==> src/rtl/hhbl_pkg.sv <==
// ----------------------------------------------------------------------------
// HTTP header byte lexer package
// Shared types, codes and helper functions for the header lexer.
// ----------------------------------------------------------------------------
package hhbl_pkg;

   localparam logic [7:0] CHAR_CR    = 8'h0D;
   localparam logic [7:0] CHAR_LF    = 8'h0A;
   localparam logic [7:0] CHAR_COLON = 8'h3A;
   localparam logic [7:0] CHAR_SPACE = 8'h20;
   localparam logic [7:0] CHAR_TAB   = 8'h09;

   typedef enum logic [2:0] {
      KIND_NAME_CHAR    = 3'd0,
      KIND_NAME_END     = 3'd1,
      KIND_CONTENT_CHAR = 3'd2,
      KIND_LWS          = 3'd3,
      KIND_VALUE_END    = 3'd4,
      KIND_HEADER_END   = 3'd5
   } kind_type;

   typedef enum logic [2:0] {
      ST_START      = 3'd0,
      ST_LINE_START = 3'd1,
      ST_LINE_CR    = 3'd2,
      ST_NAME       = 3'd3,
      ST_VALUE      = 3'd4,
      ST_VALUE_WS   = 3'd5,
      ST_INLINE_CR  = 3'd6,
      ST_BODY       = 3'd7
   } state_type;

   typedef struct packed {
      kind_type   kind;
      logic [7:0] chr;
      logic       last;
   } token_type;

   // Tokens produced by one accepted request byte.
   typedef struct packed {
      logic [1:0] count;
      token_type  tok0;
      token_type  tok1;
   } lex_out_type;

   function automatic logic is_ws(input logic [7:0] c);
      return (c == CHAR_SPACE) || (c == CHAR_TAB);
   endfunction

   function automatic token_type make_tok(input kind_type kind, input logic [7:0] chr,
                                          input logic last);
      token_type t;
      t.kind = kind;
      t.chr  = chr;
      t.last = last;
      return t;
   endfunction

endpackage

==> src/rtl/hhbl_lexer.sv <==
// ----------------------------------------------------------------------------
// HTTP header lexer state machine
// Holds the lexer state and turns each accepted byte into up to two tokens.
// ----------------------------------------------------------------------------
module hhbl_lexer (
   input  logic                 clock,
   input  logic                 reset,
   input  logic                 accept,
   input  logic [7:0]           in_byte,
   output hhbl_pkg::lex_out_type lex_out
);

   hhbl_pkg::state_type   state_ff;
   hhbl_pkg::state_type   state_in;
   hhbl_pkg::lex_out_type lex;

   always_ff @(posedge clock) begin
      if (reset) begin
         state_ff <= hhbl_pkg::ST_START;
      end else if (accept) begin
         state_ff <= state_in;
      end
   end

   always_comb begin
      state_in = state_ff;
      lex      = '0;
      case (state_ff)
         hhbl_pkg::ST_START: begin
            if (in_byte == hhbl_pkg::CHAR_CR) begin
               state_in = hhbl_pkg::ST_LINE_CR;
            end else begin
               state_in  = hhbl_pkg::ST_NAME;
               lex.count = 2'd1;
               lex.tok0  = hhbl_pkg::make_tok(hhbl_pkg::KIND_NAME_CHAR, in_byte, 1'b1);
            end
         end
         hhbl_pkg::ST_LINE_START: begin
            if (in_byte == hhbl_pkg::CHAR_CR) begin
               state_in  = hhbl_pkg::ST_LINE_CR;
               lex.count = 2'd1;
               lex.tok0  = hhbl_pkg::make_tok(hhbl_pkg::KIND_VALUE_END, 8'd0, 1'b1);
            end else if (hhbl_pkg::is_ws(in_byte)) begin
               state_in  = hhbl_pkg::ST_VALUE_WS;
               lex.count = 2'd1;
               lex.tok0  = hhbl_pkg::make_tok(hhbl_pkg::KIND_LWS, 8'd0, 1'b1);
            end else begin
               state_in  = hhbl_pkg::ST_NAME;
               lex.count = 2'd2;
               lex.tok0  = hhbl_pkg::make_tok(hhbl_pkg::KIND_VALUE_END, 8'd0, 1'b0);
               lex.tok1  = hhbl_pkg::make_tok(hhbl_pkg::KIND_NAME_CHAR, in_byte, 1'b1);
            end
         end
         hhbl_pkg::ST_LINE_CR: begin
            if (in_byte == hhbl_pkg::CHAR_LF) begin
               state_in  = hhbl_pkg::ST_BODY;
               lex.count = 2'd1;
               lex.tok0  = hhbl_pkg::make_tok(hhbl_pkg::KIND_HEADER_END, 8'd0, 1'b1);
            end else if (hhbl_pkg::is_ws(in_byte)) begin
               state_in  = hhbl_pkg::ST_VALUE_WS;
               lex.count = 2'd1;
               lex.tok0  = hhbl_pkg::make_tok(hhbl_pkg::KIND_LWS, 8'd0, 1'b1);
            end else begin
               state_in  = hhbl_pkg::ST_NAME;
               lex.count = 2'd1;
               lex.tok0  = hhbl_pkg::make_tok(hhbl_pkg::KIND_NAME_CHAR, in_byte, 1'b1);
            end
         end
         hhbl_pkg::ST_NAME: begin
            if (in_byte == hhbl_pkg::CHAR_CR) begin
               state_in = hhbl_pkg::ST_INLINE_CR;
            end else if (in_byte == hhbl_pkg::CHAR_COLON) begin
               state_in  = hhbl_pkg::ST_VALUE;
               lex.count = 2'd1;
               lex.tok0  = hhbl_pkg::make_tok(hhbl_pkg::KIND_NAME_END, 8'd0, 1'b1);
            end else begin
               lex.count = 2'd1;
               lex.tok0  = hhbl_pkg::make_tok(hhbl_pkg::KIND_NAME_CHAR, in_byte, 1'b1);
            end
         end
         hhbl_pkg::ST_VALUE: begin
            if (in_byte == hhbl_pkg::CHAR_CR) begin
               state_in = hhbl_pkg::ST_INLINE_CR;
            end else if (hhbl_pkg::is_ws(in_byte)) begin
               state_in  = hhbl_pkg::ST_VALUE_WS;
               lex.count = 2'd1;
               lex.tok0  = hhbl_pkg::make_tok(hhbl_pkg::KIND_LWS, 8'd0, 1'b1);
            end else begin
               lex.count = 2'd1;
               lex.tok0  = hhbl_pkg::make_tok(hhbl_pkg::KIND_CONTENT_CHAR, in_byte, 1'b1);
            end
         end
         hhbl_pkg::ST_VALUE_WS: begin
            if (in_byte == hhbl_pkg::CHAR_CR) begin
               state_in = hhbl_pkg::ST_INLINE_CR;
            end else if (!hhbl_pkg::is_ws(in_byte)) begin
               state_in  = hhbl_pkg::ST_VALUE;
               lex.count = 2'd1;
               lex.tok0  = hhbl_pkg::make_tok(hhbl_pkg::KIND_CONTENT_CHAR, in_byte, 1'b1);
            end
         end
         hhbl_pkg::ST_INLINE_CR: begin
            if (in_byte == hhbl_pkg::CHAR_LF) begin
               state_in = hhbl_pkg::ST_LINE_START;
            end
         end
         default: begin
            state_in = state_ff;
         end
      endcase
      if (!accept) begin
         lex.count = 2'd0;
      end
   end

   assign lex_out = lex;

endmodule

==> src/rtl/hhbl_out_buffer.sv <==
// ----------------------------------------------------------------------------
// HTTP header lexer token buffer
// Three-slot shifting queue that takes up to two tokens per cycle and
// presents one token per cycle on the result channel while it is ready.
// ----------------------------------------------------------------------------
module hhbl_out_buffer (
   input  logic                  clock,
   input  logic                  reset,
   input  hhbl_pkg::lex_out_type lex_in,
   output logic                  has_room,
   output logic                  rsp_tvalid,
   input  logic                  rsp_tready,
   output hhbl_pkg::token_type   rsp_token
);

   hhbl_pkg::token_type slot_ff [3];
   hhbl_pkg::token_type slot_in [3];
   logic [1:0]          count_ff;
   logic [1:0]          count_in;
   logic [1:0]          base;
   logic [1:0]          base_next;
   logic                pop;

   assign rsp_tvalid = (count_ff != 2'd0);
   assign pop        = rsp_tvalid && rsp_tready;
   assign base       = count_ff - {1'b0, pop};
   assign base_next  = base + 2'd1;
   assign has_room   = (base <= 2'd1);
   assign rsp_token  = slot_ff[0];

   always_comb begin
      for (int i = 0; i < 3; i++) begin
         if (pop && (i < 2)) begin
            slot_in[i] = slot_ff[i + 1];
         end else begin
            slot_in[i] = slot_ff[i];
         end
         if ((lex_in.count != 2'd0) && (base == 2'(i))) begin
            slot_in[i] = lex_in.tok0;
         end
         if ((lex_in.count == 2'd2) && (base_next == 2'(i))) begin
            slot_in[i] = lex_in.tok1;
         end
      end
      count_in = base + lex_in.count;
   end

   always_ff @(posedge clock) begin
      if (reset) begin
         count_ff <= 2'd0;
      end else begin
         count_ff <= count_in;
      end
   end

   always_ff @(posedge clock) begin
      for (int i = 0; i < 3; i++) begin
         slot_ff[i] <= slot_in[i];
      end
   end

endmodule

==> src/rtl/http_header_byte_lexer.sv <==
// Tokens are registered in the token buffer before they reach the result channel.
// Throughput: one byte per cycle while the token buffer has room; a byte that
// yields two tokens (field-value end followed by a name character) occupies the single-token output for each in turn.
// Reset: synchronous, active high; the lexer returns to the start state and the
// token buffer empties.
// ----------------------------------------------------------------------------
// HTTP header byte lexer
// Byte-serial lexer for an HTTP message header with a stream request input
// and a stream token output.
// ----------------------------------------------------------------------------
module http_header_byte_lexer (
   input  logic       clock,
   input  logic       reset,
   input  logic       req_tvalid,
   output logic       req_tready,
   input  logic [7:0] req_tdata,   // [7:0] in_byte
   output logic       rsp_tvalid,
   input  logic       rsp_tready,
   output logic [7:0] rsp_tdata,   // [7:0] token_char
   output logic [2:0] rsp_tuser,   // [2:0] token_kind
   output logic       rsp_tlast
);

   hhbl_pkg::lex_out_type lex_out;
   hhbl_pkg::token_type   rsp_token;
   logic                  has_room;
   logic                  accept;

   assign req_tready = has_room;
   assign accept     = req_tvalid && has_room;

   hhbl_lexer u_lexer (
      .clock   (clock),
      .reset   (reset),
      .accept  (accept),
      .in_byte (req_tdata),
      .lex_out (lex_out)
   );

   hhbl_out_buffer u_out_buffer (
      .clock      (clock),
      .reset      (reset),
      .lex_in     (lex_out),
      .has_room   (has_room),
      .rsp_tvalid (rsp_tvalid),
      .rsp_tready (rsp_tready),
      .rsp_token  (rsp_token)
   );

   assign rsp_tdata = rsp_token.chr;
   assign rsp_tuser = rsp_token.kind;
   assign rsp_tlast = rsp_token.last;

endmodule
==> config.mk <==
export PLATFORM = sky130hd
export DESIGN_NAME = http_header_byte_lexer
export DESIGN_NICKNAME = d
export VERILOG_FILES = /design/src/rtl/hhbl_pkg.sv /design/src/rtl/hhbl_lexer.sv /design/src/rtl/hhbl_out_buffer.sv /design/src/rtl/http_header_byte_lexer.sv
export SDC_FILE = /design/constraint.sdc
export NUM_CORES = 1
export LEC_CHECK = 0
export ABC_AREA = 1
export BUFFER_PORTS_ARGS = -buffer_cell sky130_fd_sc_hd__buf_2
export CAP_MARGIN = 10
export CORE_MARGIN = 3
export CORE_UTILIZATION = 50
export CTS_CLUSTER_DIAMETER = 50
export DETAILED_ROUTE_END_ITERATION = 6
export PLACE_DENSITY = 0.79
export SLEW_MARGIN = 20
export SYNTH_ARGS = -nofsm -noshare
export SYNTH_HDL_FRONTEND = slang
export SYNTH_HIERARCHICAL = 1
export SYNTH_SLANG_ARGS = --single-unit
==> constraint.sdc <==
create_clock -name clock -period 4.5 [get_ports clock]
set_input_delay 0.9 -clock clock [delete_from_list [all_inputs] [get_ports clock]]
set_output_delay 0.9 -clock clock [all_outputs]
set_load 0.01 [all_outputs]
==> results.cfg <==
[place]
io_buffers = 25
dp.final_hpwl_um = 4910
postPlaceCellArea_um2 = 3050
globalplace.congestion = 0.947

[logic_synthesis]
synth-seq-cells = 41
synthesis.area_um2 = 3020
ys_seq_area_share_pct = 39.1
yosys_warnings = 6
synthTopCellsByArea = edfxtp_1, nand3_1, nand2_1
avgSynthCellArea_um2 = 7.40
synth_area_leader_cell = edfxtp_1
yosys.area.top_type_share_pct = 35.8
synth_cell_type_count = 31
synth_cells = 408

[layout]
design_area_um2 = 3180
drive_gt1_share_pct = 21.2
n_fill_cell = 539
area_delta_synth_final_pct = 5.39
diodes = 0
final_net_count = 428

[timing]
fmax_ghz = 0.277
tightest_slew_ps = 583
rsz0062_at_grt = no
slew_viol_final = 0
fin_tns_setup_ps = 0
setup_viol = 0
max_slew_margin_pct = 61.0
post-route-period-util_pct = 80.2
hold_viol_final = 0
clock_skew_ps = 4.49
fin_crit_ps = 3610

[die]
dieArea_um2 = 7000
core_um2 = 5680
start_util_pct = 53.2
die-height_um = 83.7
placementRows = 27
die_w_um = 83.7
io_pins = 26

[clocking]
ctsResizeCount = 0
ctsHtreeMaxLevel = 2
insertion_delay_ps = 290
cts_buffer_depth = 2
clk_pin_slew_worst_paths_ps = 80
root_buffer = clkbuf_8
clock-sinks = 41
cts_buffers = 5
cts_setup_buffers = 0
cts_tree = built
ctsHoldBuffers = 0

[grt]
first_global_vias = 2403
grt_max_degree = 31
antenna_found_initial = 0
grtUsageTotal_pct = 18.8
grt_remaining_overflow = 0
grt_pass1_wl_um = 10900
grtUsageMet1_pct = 24.8
grt_use_met2_pct = 31.6
grtUsageMet3_pct = 2.76
top_usage_layer = met2

[worst_setup_path]
reg2reg_from = u_out_buffer/count_ff[1]$_SDFF_PP0_
r2r_end = u_out_buffer/slot_ff[0][16]$_DFFE_PP_
end_kind = flip-flop
crit_family = simple AND/OR/NAND/NOR gates
critPathSlowestCell = nand3_1
crit_buf_inv = 4
cp.arrival_ps = 3550
cp_max_fo = 13
required_ps = 4440
rr_worst_depth = 16
critPathKind = in2reg
rrSetupSlack_ps = 1180
crit_path_max_incr_delay_ps = 550
setup.worst_path.start_class = input port
cp_cell_sequence = buf_2 > inv_1 > nand2_1 > nor2_1 > nand2_1 > nand2_4 > nor2_4 > inv_2 > nor2_2 > inv_2 > nor2_1 > nor2_2 > nor2_2 > nand2_1 > nand3_1

[hold_path]
hold_class = reg2reg
hold_end = u_out_buffer/slot_ff[0][11]$_DFFE_PP_
holdPathStages = 2
hp-start = u_out_buffer/slot_ff[0][23]$_DFFE_PP_

[route]
firstDrtPassIters = 5
remaining_drc_errors = 0
vias_per_cell = 5.31
vias = 2586
drt_iter0_drc = 220
wl_um = 6320
wl_per_cell_um = 13.0
antenna_left = 0

[job]
maxCapViolations = 0

[pwr]
static-leakage-power_nw = 1.49
peakVddDrop_mv = 0.279
p_per_area_nw_per_um2 = 626

[outcome]
outcome = finished, final reports clean
==> sequential cells by signal, indices dropped and copies added (netlist names) <==
register	cells
u_out_buffer/count_ff	2
u_out_buffer/slot_ff	36
u_lexer/state_ff	3
==> area by class of cell <==
type | count | area, um2 | area share [%]
multi-input cells | 281 | 1420 | 44.6
flip-flops and latches | 41 | 1180 | 37.1
inverters | 58 | 218 | 6.85
repair buffers | 27 | 140 | 4.41
well taps | 72 | 90.1 | 2.83
clock buffers | 5 | 68.8 | 2.16
clock inverters | 3 | 65.1 | 2.05
==> where the power goes <==
group          internal [mW]  total [mW]  switching (mW)
logic                  0.291       0.932           0.641
registers              0.664       0.712          0.0475
clock network          0.220       0.348           0.127
==> metal layers <==
layer  wire (um)  vias up  part of all wire (%)
met5           0        -                     0
met4          97        0                   1.5
met3         478        9                   7.6
met2        2950      109                    47
met1        2800     1148                    44
li1            -     1320                     -
==> synth_stat cells <==
cell	count
dfxtp_1	5
nand2_1	92
nor2_1	36
nand3_2	2
o21ai_2	1
a21oi_2	1
nand2_4	5
clkbuf_1	1
inv_2	17
a21oi_1	20
o21ai_0	4
xnor2_1	1
nor2_4	6
nand3_1	81
o21ai_1	1
nor2_8	1
o2111ai_1	1
buf_6	2
inv_1	41
buf_4	19
nand2_2	7
conb_1	1
edfxtp_1	36
ha_1	2
a21boi_1	1
nand4_1	1
o211ai_1	1
buf_2	8
nor2_2	8
nor3_2	5
a31oi_1	1
==> worst register-to-register path, cell delays in order (launching register included) <==
cell	delay, ps
dfxtp_1	340
inv_2	70
nand2_1	70
nand2_1	130
inv_1	60
ha_1	200
inv_1	70
nand2_1	50
nand2_1	70
nand2_1	50
inv_1	70
inv_1	50
a31oi_1	280
nor2_2	110
nor2_2	390
nand2_1	390
nand3_1	550
==> stage by stage <==
| stage | total power [mW] | setup WS, ps | utilization (%) | hold WS, ps | std cells |
|---|---|---|---|---|---|
| after global routing | 2.14 | 652 | 56.0 | 593 | 487 |
| after global placement | 1.62 | 801 | 53.7 | 541 | 479 |
| after floorplan | 1.51 | 1060 | - | 528 | 410 |
| after detailed placement | 1.64 | 654 | 53.7 | 543 | 479 |
| after CTS | 1.99 | 948 | 56.0 | 563 | 487 |
| final | 1.99 | 891 | 56.0 | 559 | 487 |
==> how the worst max path moves through the flow <==
stage                 startpoint                                    end  slack, ps  cells past startpoint
floorplan             rsp_tready  u_out_buffer/slot_ff[0][12]$_DFFE_PP_       1060                     18
global placement      rsp_tready  u_out_buffer/slot_ff[0][21]$_DFFE_PP_        800                     15
detailed placement  req_tdata[3]  u_out_buffer/slot_ff[0][22]$_DFFE_PP_        650                     15
CTS                 req_tdata[3]  u_out_buffer/slot_ff[0][18]$_DFFE_PP_        950                     15
global route        req_tdata[3]  u_out_buffer/slot_ff[0][18]$_DFFE_PP_        650                     15
finish              req_tdata[3]  u_out_buffer/slot_ff[0][16]$_DFFE_PP_        890                     15
==> cells in the final DEF, fill, tap and decap left out <==
cell type,Yosys,layout
nor2_8,1,1
dfxtp_1,5,5
buf_2,8,25
nand3_2,2,2
edfxtp_1,36,36
o21ai_2,1,1
o21ai_1,1,1
xnor2_1,1,1
nor3_2,5,5
clkinv_2,0,1
nor2_1,36,36
clkbuf_8,0,5
nand2_1,92,92
conb_1,1,3
ha_1,2,2
bufinv_16,0,2
a21oi_1,20,20
inv_1,41,41
a21boi_1,1,1
inv_2,17,17
a31oi_1,1,1
nand4_1,1,1
nand3_1,81,81
buf_4,19,2
o21ai_0,4,4
a21oi_2,1,1
nand2_2,7,7
o211ai_1,1,1
o2111ai_1,1,1
nor2_4,6,6
nand2_4,5,5
nor2_2,8,8
==> cells by family after synthesis <==
family	Yosys count	share of synthesized area, %
compound gates	31	5.72
buf+inv	88	14.1
other cells	1	0.124
xor+xnor	1	0.290
flops	41	39.1
fa+ha+maj	2	0.829
simple gates	244	39.8
Note: power is estimated with default switching activity, not from simulation.
